File: config.mk
export PLATFORM = sky130hd
export DESIGN_NAME = weighted_child_selector_core
export DESIGN_NICKNAME = d
export VERILOG_FILES = /design/src/rtl/wcs_pkg.sv /design/src/rtl/wcs_ram.sv /design/src/rtl/wcs_ctrl.sv /design/src/rtl/weighted_child_selector_core.sv
export SDC_FILE = /design/constraint.sdc
export NUM_CORES = 2
export LEC_CHECK = 0
export ABC_AREA = 1
export BUFFER_PORTS_ARGS = -buffer_cell sky130_fd_sc_hd__buf_2
export CAP_MARGIN = 20
export CORE_MARGIN = 2
export CORE_UTILIZATION = 45
export CTS_BUF_LIST = sky130_fd_sc_hd__clkbuf_16
export CTS_CLUSTER_DIAMETER = 100
export CTS_CLUSTER_SIZE = 20
export DETAILED_ROUTE_END_ITERATION = 16
export PLACE_DENSITY = 0.58
export SKIP_LAST_GASP = 1
export SLEW_MARGIN = 30
export SYNTH_ARGS = -nofsm -noshare
export SYNTH_HDL_FRONTEND = slang
export SYNTH_HIERARCHICAL = 1
export SYNTH_SLANG_ARGS = --single-unit
File: constraint.sdc
create_clock -name clk_i -period 6.5 [get_ports clk_i]
set_clock_uncertainty 0.05 [all_clocks]
set_input_delay 1.625 -clock clk_i [delete_from_list [all_inputs] [get_ports clk_i]]
set_output_delay 1.625 -clock clk_i [all_outputs]
set_load 0.005 [all_outputs]
File: src/rtl/wcs_pkg.sv
package wcs_pkg;

  localparam int MaxChildren = 32;
  localparam int SlotBits    = $clog2(MaxChildren);
  localparam int CountBits   = SlotBits + 1;
  localparam int IdBits      = 16;
  localparam int WeightBits  = 16;
  localparam int TotalBits   = 21;
  localparam int IdxBits     = 6;
  localparam int EntryBits   = IdBits + WeightBits;

  typedef enum logic [2:0] {
    OP_PICK     = 3'd0,
    OP_INSERT   = 3'd1,
    OP_ROTATE   = 3'd2,
    OP_SET_SLOT = 3'd3,
    OP_SET_ID   = 3'd4,
    OP_REM_SLOT = 3'd5,
    OP_REM_ID   = 3'd6,
    OP_RECOMPUTE = 3'd7
  } op_e;

  typedef enum logic [1:0] {
    ST_OK    = 2'd0,
    ST_EMPTY = 2'd1,
    ST_BAD   = 2'd2,
    ST_FULL  = 2'd3
  } status_e;

  typedef struct packed {
    logic [2:0]          operation;
    logic [IdxBits-1:0]  slot_index;
    logic [IdxBits-1:0]  middle_index;
    logic [IdxBits-1:0]  end_index;
    logic [IdBits-1:0]   child_id;
    logic [15:0]         child_weight;
    logic [TotalBits-1:0] pick_value;
  } wcs_in_t;

  typedef struct packed {
    logic [1:0]           status;
    logic [4:0]           picked_slot;
    logic [IdBits-1:0]    picked_id;
    logic [TotalBits-1:0] total_weight;
    logic [5:0]           entry_count;
  } wcs_out_t;

  typedef struct packed {
    logic                 we;
    logic [SlotBits-1:0]  waddr;
    logic [EntryBits-1:0] wdata;
    logic [SlotBits-1:0]  raddr;
  } wcs_mem_req_t;

endpackage

File: src/rtl/wcs_ram.sv
module wcs_ram import wcs_pkg::*; (
  input  logic                 clk_i,
  input  wcs_mem_req_t         req_i,
  output logic [EntryBits-1:0] rdata_o
);

  logic [EntryBits-1:0] mem [MaxChildren];

  always_ff @(posedge clk_i) begin
    if (req_i.we) begin
      mem[req_i.waddr] <= req_i.wdata;
    end
    rdata_o <= mem[req_i.raddr];
  end

endmodule

File: src/rtl/wcs_ctrl.sv
module wcs_ctrl import wcs_pkg::*; (
  input  logic                 clk_i,
  input  logic                 rst_ni,
  input  logic                 random_mode_i,
  input  logic                 in_valid_i,
  output logic                 in_stall_o,
  input  wcs_in_t              in_data_i,
  output logic                 out_valid_o,
  input  logic                 out_stall_i,
  output wcs_out_t             out_data_o,
  output wcs_mem_req_t         mem_o,
  input  logic [EntryBits-1:0] rdata_i
);

  // One-hot sequencer. A scan reads slot i while the data of slot i-1 arrives.
  typedef enum logic [5:0] {
    S_IDLE  = 6'b000001,
    S_SCAN  = 6'b000010,
    S_SHIFT = 6'b000100,
    S_ROT   = 6'b001000,
    S_ROTW  = 6'b010000,
    S_DONE  = 6'b100000
  } state_e;

  localparam logic [CountBits-1:0] Full = CountBits'(MaxChildren);

  state_e                 state_q, state_d;
  wcs_in_t                op_q, op_d;
  logic [CountBits-1:0]   count_q, count_d;
  logic [TotalBits-1:0]   total_q, total_d;
  logic [CountBits-1:0]   ptr_q, ptr_d;
  logic [CountBits-1:0]   idx_q, idx_d;    // address issued for read
  logic [CountBits-1:0]   lim_q, lim_d;    // end of sweep
  logic [CountBits-1:0]   pos_q, pos_d;    // remove write position; rotate pass count
  logic                   rv_q, rv_d;      // read data is valid this cycle
  logic [TotalBits-1:0]   cum_q, cum_d;
  logic [1:0]             st_q, st_d;
  logic [4:0]             pslot_q, pslot_d;
  logic [IdBits-1:0]      pid_q, pid_d;
  logic                   ovalid_q, ovalid_d;
  wcs_out_t               out_q, out_d;
  logic                   found_q, found_d;
  logic [CountBits-1:0]   hit_q, hit_d;
  logic [EntryBits-1:0]   buf_q, buf_d;    // held entry for insert ripple and rotate

  logic [CountBits-1:0]   rd_slot;         // slot whose data is on rdata_i
  logic [WeightBits-1:0]  rw;
  logic [IdBits-1:0]      rid;
  logic [CountBits-1:0]   slot6, mid6, end6;

  assign rid   = rdata_i[EntryBits-1 -: IdBits];
  assign rw    = rdata_i[WeightBits-1:0];
  assign slot6 = CountBits'(op_q.slot_index);
  assign mid6  = CountBits'(op_q.middle_index);
  assign end6  = CountBits'(op_q.end_index);
  assign rd_slot = idx_q - CountBits'(1);

  assign in_stall_o = (state_q != S_IDLE);
  assign out_valid_o = ovalid_q;
  assign out_data_o = out_q;

  always_comb begin
    state_d = state_q; op_d = op_q; count_d = count_q; total_d = total_q;
    ptr_d = ptr_q; idx_d = idx_q; lim_d = lim_q; pos_d = pos_q; rv_d = 1'b0;
    cum_d = cum_q; st_d = st_q; pslot_d = pslot_q; pid_d = pid_q;
    found_d = found_q; hit_d = hit_q; buf_d = buf_q;
    ovalid_d = ovalid_q && out_stall_i; out_d = out_q;
    mem_o = '0;
    unique case (state_q)
      S_IDLE: begin
        if (in_valid_i) begin
          op_d = in_data_i; st_d = ST_OK; pslot_d = '0; pid_d = '0;
          cum_d = '0; found_d = 1'b0; idx_d = '0; pos_d = '0;
          state_d = S_DONE;
          case (op_e'(in_data_i.operation))
            OP_PICK: begin
              if (count_q == '0) begin
                st_d = ST_EMPTY;
              end else if (random_mode_i) begin
                st_d = ST_EMPTY; lim_d = count_q; state_d = S_SCAN;
              end else begin
                idx_d = (ptr_q >= count_q) ? '0 : ptr_q;
                lim_d = idx_d + CountBits'(1); state_d = S_SCAN;
              end
            end
            OP_INSERT: begin
              if (count_q >= Full) begin
                st_d = ST_FULL;
              end else begin
                pos_d = (CountBits'(in_data_i.slot_index) > count_q) ? count_q
                        : CountBits'(in_data_i.slot_index);
                idx_d = pos_d; lim_d = count_q + CountBits'(1);
                buf_d = {in_data_i.child_id, in_data_i.child_weight};
                total_d = total_q + TotalBits'(in_data_i.child_weight);
                count_d = count_q + CountBits'(1);
                state_d = S_SHIFT;
              end
            end
            OP_ROTATE: begin
              if (CountBits'(in_data_i.end_index) > count_q ||
                  in_data_i.middle_index >= in_data_i.end_index ||
                  in_data_i.slot_index >= in_data_i.middle_index) begin
                st_d = ST_BAD;
              end else begin
                // The range is rotated left one step per pass, mid-first passes.
                pos_d = CountBits'(in_data_i.slot_index);
                state_d = S_ROT;
              end
            end
            OP_SET_SLOT, OP_REM_SLOT: begin
              if (CountBits'(in_data_i.slot_index) >= count_q) begin
                st_d = ST_BAD;
              end else begin
                idx_d = CountBits'(in_data_i.slot_index);
                lim_d = idx_d + CountBits'(1); state_d = S_SCAN;
              end
            end
            default: begin
              lim_d = count_q; state_d = S_SCAN;
              if (op_e'(in_data_i.operation) == OP_RECOMPUTE) total_d = '0;
            end
          endcase
        end
      end
      S_SCAN: begin
        // Read phase issues idx; data of idx-1 is evaluated when rv_q.
        if (idx_q < lim_q && !found_q) begin
          mem_o.raddr = idx_q[SlotBits-1:0];
          idx_d = idx_q + CountBits'(1);
          rv_d = 1'b1;
        end
        if (rv_q && !found_q) begin
          case (op_e'(op_q.operation))
            OP_PICK: begin
              if (random_mode_i) begin
                cum_d = cum_q + TotalBits'(rw);
                if (op_q.pick_value < cum_d) begin
                  found_d = 1'b1; st_d = ST_OK;
                  pslot_d = rd_slot[4:0]; pid_d = rid;
                end
              end else begin
                found_d = 1'b1; pslot_d = rd_slot[4:0]; pid_d = rid;
                ptr_d = rd_slot + CountBits'(1);
              end
            end
            OP_RECOMPUTE: total_d = total_q + TotalBits'(rw);
            OP_SET_SLOT, OP_SET_ID, OP_REM_SLOT, OP_REM_ID: begin
              if (op_e'(op_q.operation) == OP_SET_SLOT ||
                  op_e'(op_q.operation) == OP_REM_SLOT || rid == op_q.child_id) begin
                found_d = 1'b1; hit_d = rd_slot;
                if (op_e'(op_q.operation) == OP_SET_SLOT ||
                    op_e'(op_q.operation) == OP_SET_ID) begin
                  total_d = total_q + TotalBits'(op_q.child_weight) - TotalBits'(rw);
                  mem_o.we = 1'b1; mem_o.waddr = rd_slot[SlotBits-1:0];
                  mem_o.wdata = {rid, op_q.child_weight};
                end else begin
                  total_d = total_q - TotalBits'(rw);
                end
              end
            end
            default: ;
          endcase
        end
        if (!rv_q && (idx_q >= lim_q || found_q)) begin
          state_d = S_DONE;
          if (!found_q && op_e'(op_q.operation) != OP_PICK &&
              op_e'(op_q.operation) != OP_RECOMPUTE) begin
            st_d = ST_BAD;
          end
          if (found_q && (op_e'(op_q.operation) == OP_REM_SLOT ||
                          op_e'(op_q.operation) == OP_REM_ID)) begin
            // Close the gap: copy slot+1 down to slot.
            idx_d = hit_q + CountBits'(1); lim_d = count_q; pos_d = hit_q;
            count_d = count_q - CountBits'(1);
            state_d = S_SHIFT;
          end
        end
      end
      S_SHIFT: begin
        if (op_e'(op_q.operation) == OP_INSERT) begin
          // Ripple upward: write held entry at the slot just read, carry the old one.
          if (rv_q) begin
            mem_o.we = 1'b1; mem_o.waddr = rd_slot[SlotBits-1:0];
            mem_o.wdata = buf_q; buf_d = rdata_i;
          end
          if (idx_q < lim_q && !rv_q) begin
            mem_o.raddr = idx_q[SlotBits-1:0];
            idx_d = idx_q + CountBits'(1); rv_d = 1'b1;
          end else if (!rv_q) begin
            state_d = S_DONE;
          end
        end else begin
          if (rv_q) begin
            mem_o.we = 1'b1; mem_o.waddr = pos_q[SlotBits-1:0]; mem_o.wdata = rdata_i;
            pos_d = pos_q + CountBits'(1);
          end
          if (idx_q < lim_q && !rv_q) begin
            mem_o.raddr = idx_q[SlotBits-1:0];
            idx_d = idx_q + CountBits'(1); rv_d = 1'b1;
          end else if (!rv_q) begin
            state_d = S_DONE;
          end
        end
      end
      S_ROT: begin
        // Rotate by repeated left shift of the range by one, mid-first times.
        // Each pass: buffer the first entry, shift down, write buffer at end-1.
        if (pos_q >= mid6) begin
          state_d = S_DONE;
        end else begin
          mem_o.raddr = slot6[SlotBits-1:0];
          rv_d = 1'b1; idx_d = slot6 + CountBits'(1); lim_d = slot6;
          state_d = S_ROTW;
        end
      end
      S_ROTW: begin
        if (rv_q && lim_q == slot6 && idx_q == slot6 + CountBits'(1) && !found_q) begin
          buf_d = rdata_i; found_d = 1'b1;
        end else if (rv_q) begin
          mem_o.we = 1'b1; mem_o.waddr = lim_q[SlotBits-1:0]; mem_o.wdata = rdata_i;
          lim_d = lim_q + CountBits'(1);
        end
        if (!rv_q) begin
          if (idx_q < end6) begin
            mem_o.raddr = idx_q[SlotBits-1:0];
            idx_d = idx_q + CountBits'(1); rv_d = 1'b1;
          end else begin
            mem_o.we = 1'b1; mem_o.waddr = lim_q[SlotBits-1:0]; mem_o.wdata = buf_q;
            found_d = 1'b0; pos_d = pos_q + CountBits'(1);
            state_d = S_ROT;
          end
        end
      end
      S_DONE: begin
        if (!ovalid_q || !out_stall_i) begin
          ovalid_d = 1'b1;
          out_d.status = st_q; out_d.picked_slot = pslot_q; out_d.picked_id = pid_q;
          out_d.total_weight = total_q; out_d.entry_count = 6'(count_q);
          state_d = S_IDLE;
        end
      end
      default: state_d = S_IDLE;
    endcase
  end

  always_ff @(posedge clk_i or negedge rst_ni) begin
    if (!rst_ni) begin
      state_q <= S_IDLE; count_q <= '0; total_q <= '0; ptr_q <= '0;
      ovalid_q <= 1'b0; rv_q <= 1'b0; found_q <= 1'b0;
    end else begin
      state_q <= state_d; count_q <= count_d; total_q <= total_d; ptr_q <= ptr_d;
      ovalid_q <= ovalid_d; rv_q <= rv_d; found_q <= found_d;
    end
  end

  always_ff @(posedge clk_i) begin
    op_q <= op_d; idx_q <= idx_d; lim_q <= lim_d; pos_q <= pos_d; cum_q <= cum_d;
    st_q <= st_d; pslot_q <= pslot_d; pid_q <= pid_d; out_q <= out_d;
    hit_q <= hit_d; buf_q <= buf_d;
  end

  a_count_range: assert property (@(posedge clk_i) disable iff (!rst_ni)
    count_q <= Full) else $error("entry count above capacity");
  a_idle_no_write: assert property (@(posedge clk_i) disable iff (!rst_ni)
    (state_q == S_IDLE) |-> !mem_o.we) else $error("memory write while idle");
  a_out_after_done: assert property (@(posedge clk_i) disable iff (!rst_ni)
    $rose(ovalid_q) |-> $past(state_q == S_DONE)) else $error("result without done");

endmodule

File: src/rtl/weighted_child_selector_core.sv
// Channel | Direction | Handshake            | Payload
// in      | input     | in_valid_i/in_stall_o | in_data_i (wcs_in_t)
// out     | output    | out_valid_o/out_stall_i | out_data_o (wcs_out_t)
// cfg     | input     | cfg_we_i             | cfg_data_i (random_mode)
// One item at a time. Weighted pick, lookup by id and recompute sweep the entries; insert
// and remove ripple the entries above the slot, and rotate makes mid-first shift passes
// over the range; one memory read port paces it.
// Reset clears count, sum, pointer and the mode; the memory is left unwritten.
// A stalled result holds; the next item is taken the cycle after a result is loaded.
module weighted_child_selector_core import wcs_pkg::*; (
  input  logic     clk_i,
  input  logic     rst_ni,
  input  logic     cfg_we_i,
  input  logic     cfg_data_i,
  input  logic     in_valid_i,
  output logic     in_stall_o,
  input  wcs_in_t  in_data_i,
  output logic     out_valid_o,
  input  logic     out_stall_i,
  output wcs_out_t out_data_o
);

  logic                 mode_q;
  wcs_mem_req_t         mem_req;
  logic [EntryBits-1:0] rdata;

  always_ff @(posedge clk_i or negedge rst_ni) begin
    if (!rst_ni) begin
      mode_q <= 1'b0;
    end else if (cfg_we_i) begin
      mode_q <= cfg_data_i;
    end
  end

  wcs_ctrl u_ctrl (
    .clk_i, .rst_ni, .random_mode_i(mode_q), .in_valid_i, .in_stall_o, .in_data_i,
    .out_valid_o, .out_stall_i, .out_data_o, .mem_o(mem_req), .rdata_i(rdata)
  );

  wcs_ram u_ram (.clk_i, .req_i(mem_req), .rdata_o(rdata));

endmodule

==> results <==
- The number of buffers on the longest clock path is 3.
- The unique cell type count in the Yosys netlist is 64.
- In this run the worst hold path is classified as reg -> reg.
- The measured slew at the worst slew-check pin is between 1 and 1.5 ns.
- Across every metal layer, demand over resource in global routing totals approximately 27%.
- In this run the worst path has a maximum fanout of 106.
- The met2 track demand over resource in global routing is 43.4%.
- The number of slew-limit violations in the final report came to 0.
- For this run, the number of Yosys warnings is 6.
- The net count after synthesis is 6,631.
- The die covers 144,000 um2.
- The first global-routing pass estimated 294 mm of wire.
- The instance count after placement with tap cells included is between 8,000 and 9,000.
- The routed design has 200 mm of wire.
- The met3 demand-to-capacity share in global routing is 3.58%.
- The finished cells cover around 69,000 um2.
- From left edge to right edge, the die measures 380 um.
- At the worst endpoint, the arrival time is 5.56 ns.
- The leakage component of the power is 26.0 nW.
- The total overflow left after global routing is 0.
- Port buffering added 131 buffers.
- After synthesis, the cell types taking the most area are edfxtp_1 (59%), nand2_1 (13%), nand3_1 (7.8%).
- The total of hold buffers inserted after clock tree synthesis is 0.
- The final count of hold timing violations is 0.
- The number of nets at the end of the flow is 6,669.
- Buffers added to address setup during post-CTS repair amount to 0.
- After synthesis, the most frequently instantiated cells are nand2_1 (2,136), edfxtp_1 (1,248), nand3_1 (987).
- The peak ir drop on the vdd network is 0.000264 V.
- The worst path needs 5.00 ns of the cycle, external delays included.
- In this run the cell area measured after placement is 66,200 um2.
- The count of flip-flops with a built-in enable after synthesis is 1,248.
- In this run the remaining antenna-violating nets after routing total 0.
- On the critical path the largest part of the delay comes from compound AO/OA/AOI/OAI gates.
- Once layout is complete, the utilization of the core stands at approximately half.
- The count of instances resized after the clock tree is built is 0.
- The number of filler cells placed in the layout is 12,900.
- Counting flops and latches in the post-synthesis netlist gives 1,323.
- In this run the most used layer during global routing was met2.
- The area of the core is 140,000 um2.
- Based on the critical path, the design can be clocked at up to about 200 MHz.
- The cell with the most instances after synthesis is nand2_1.
- The post-synthesis sequential area ratio is 61.6%.
- A synthesized cell averages 10.0 um2.
- The count of TritonRoute iterations in the first routing pass is 6.
- The cell type with the highest occurrence count on the critical path is nand2_1.
- TritonCTS built the clock tree.
- The floorplan has 137 rows.
- STA classifies the critical path startpoint as a flip-flop.
- The category of the most critical setup path is reg -> reg.
- The run finished with clean final reports.
- The final sum of negative setup slack is 0 ns.
- The area taken by flip-flops and latches is around 39,000 um2.
- After synthesis the cells add up to 63,600 um2.
- The average wire length per cell after detail routing is 24.0 um.
- The remaining routing DRC violations is 0.
- For the worst-skew pair, the clock arrives at the later sink with an insertion delay of 0.73 ns.
- The worst path uses 76.9% of the clock period.
- Hold timing on the final database bottoms out at a slack of ~0.38 ns.
- The final setup violation count is 0.
- Setup repair after global routing left no endpoint under its margin.
- The met1 track demand over resource is 38.6%.
- The area growth from synthesis to layout is 7.86%.
- Once the floorplan was initialized, standard cells occupied 45.5% of the core.
- The area share of the largest cell type after synthesis is between 50% and 60%.
- The library cell occupying the most area in the post-synthesis netlist is edfxtp_1.
- Entering global routing, the biggest net connects 186 pins.
- The placer's final routability congestion estimate is 0.936.
- The required time of the critical path is a little over 7 ns.
- The routed layout has 47,100 vias.
- The detailed router finished its first iteration with 5,524 violations.
- The die height is 380 um.
- Traced cell by cell, the critical path runs through inv_2 > a21boi_0 > nor2_1 > o21ai_1 > nor2_1 > inv_1 > o21ai_0 > a21oi_1 > o22ai_4 > inv_8 > buf_12 > nand3_1 > nand3_1 > nand2_1 > nand2_1 > nand2_1 > nand2_1 > nand2_1.
- The max capacitance violation total is 0.
- The critical path endpoint category is a flip-flop.
- The most frequently used flop master after synthesis is edfxtp_1.
- The finished layout holds roughly 8,300 standard cells, fillers aside.
- In this run the number of H-tree levels came out at 3.
- The number of antenna violations at the first check in global routing is 8.
- The average vias per placed instance is approximately 5.6.
- Clock-pin slew was measured on the worst setup and hold paths at 0.08 ns.
- After synthesis, the share of flip-flops with an asynchronous set or reset is 3.25%.
- The worst pin sits at a relative slew slack of between 20 and 30%.
- The number of buffers and inverters on the critical path is 4.
- The largest incremental delay on the critical path is 0.79 ns.
- The master cell of the clock root buffer is clkbuf_16.
- The top-level port count is 132.
- The share of post-route cells with drive strength above 1 is 6.59%.
- The HPWL after detailed placement is 126 mm.
- For this design, the slowest cell found on the critical path is a21oi_1.
- For this design the ratio of total power to cell area is 365 nW/um2.
- The tree built by TritonCTS fans out to 1,323 sinks.
- The gate count of the mapped netlist is 6,362.
- The via count of the first global-routing pass is about 44,000.
- The CTS buffer count is 78.
- The area of the multi-input gates is 21,300 um2.
## report_power, final
group	switching (W)	internal, W	leakage, nW	total (W)
registers	0.000710	0.0101	10.1	0.0108
clock network	0.00294	0.00229	1.34	0.00523
logic	0.00637	0.00269	14.6	0.00906
total	0.0100	0.0150	26.0	0.0251
## placed cells by master, fill, tap and decap left out, drive strengths merged, types with 31 or more instances in the layout
cell,instances
xor2,59
ha,169
dfrtp,42
nand4,71
nand3,988
nor3,35
a21oi,174
o211ai,31
buf,249
inv,480
edfxtp,1248
nand2,2138
nor2,304
o21ai,194
dfxtp,32
clkbuf,80
## final timing paths
check,start,end,slack [ns],depth (start not counted)
min reg2reg,u_ctrl/pid_q[2],u_ctrl/out_data_o[29],0.38,0
max,u_ctrl/idx_q[0],u_ram/rdata_o[29],1.50,18
min in group asynchronous,rst_ni,u_ctrl/ptr_q[4],1.01,2
max reg2reg,u_ctrl/idx_q[0],u_ram/rdata_o[29],1.50,18
min,u_ctrl/pid_q[2],u_ctrl/out_data_o[29],0.38,0
max in group asynchronous,rst_ni,u_ctrl/rv_q,4.88,2
## per-stage QoR
| stage | setup slack [ns] | total power, W |
|---|---|---|
| finish | 1.50 | 0.0251 |
| global placement | 1.57 | 0.0198 |
| detailed placement | 1.66 | 0.0199 |
| CTS | 1.64 | 0.0250 |
| global route | 1.26 | 0.0265 |
| floorplan | 0.460 | 0.0169 |
## sequential cells by signal, summed over array words and instances (netlist names), 16 cells and up
register / count
u_ctrl/out_data_o: 50
u_ctrl/total_q: 21
u_ctrl/cum_q: 21
u_ctrl/pid_q: 16
u_ctrl/buf_q: 32
u_ctrl/op_q: 56
u_ram/mem: 1024
u_ram/rdata_o: 32
## final cells by class
type	count	area share, %
timing repair buffer	249	2.53
multi-input combinational	4319	31.1
inverter	429	2.40
clock buffer	80	2.92
tap	1876	3.42
sequential	1323	57.1
antenna	3	0.0109
clock inverter	63	0.552
## worst reg2reg max path, stage by stage (launching register included)
cell and delay, ns:
edfxtp_1 0.63, inv_2 0.23, a21boi_0 0.21, nor2_1 0.07, o21ai_1 0.38, nor2_1 0.12, inv_1 0.10, o21ai_0 0.13
a21oi_1 0.79, o22ai_4 0.26, inv_8 0.49, buf_12 0.73, nand3_1 0.15, nand3_1 0.14, nand2_1 0.08, nand2_1 0.08
nand2_1 0.08, nand2_1 0.13, nand2_1 0.07
## layer usage
layer	vias up	part of all wire [%]	wire, um
li1	21800	-	-
met1	23000	43	85800
met2	1990	46	93000
met3	311	7.4	14800
met4	8	3.3	6560
met5	-	0.021	42
## cells by family after synthesis
| logic type | Yosys count | synth area share, % |
|---|---|---|
| adder cells (fa/ha/maj) | 189 | 3.95 |
| XOR/XNOR | 78 | 1.07 |
| AO/OA/AOI/OAI | 484 | 4.28 |
| buffers and inverters | 720 | 5.45 |
| AND/OR/NAND/NOR | 3568 | 23.7 |
| flip-flops | 1323 | 61.6 |
No activity file was read; power rests on OpenSTA's default activity.
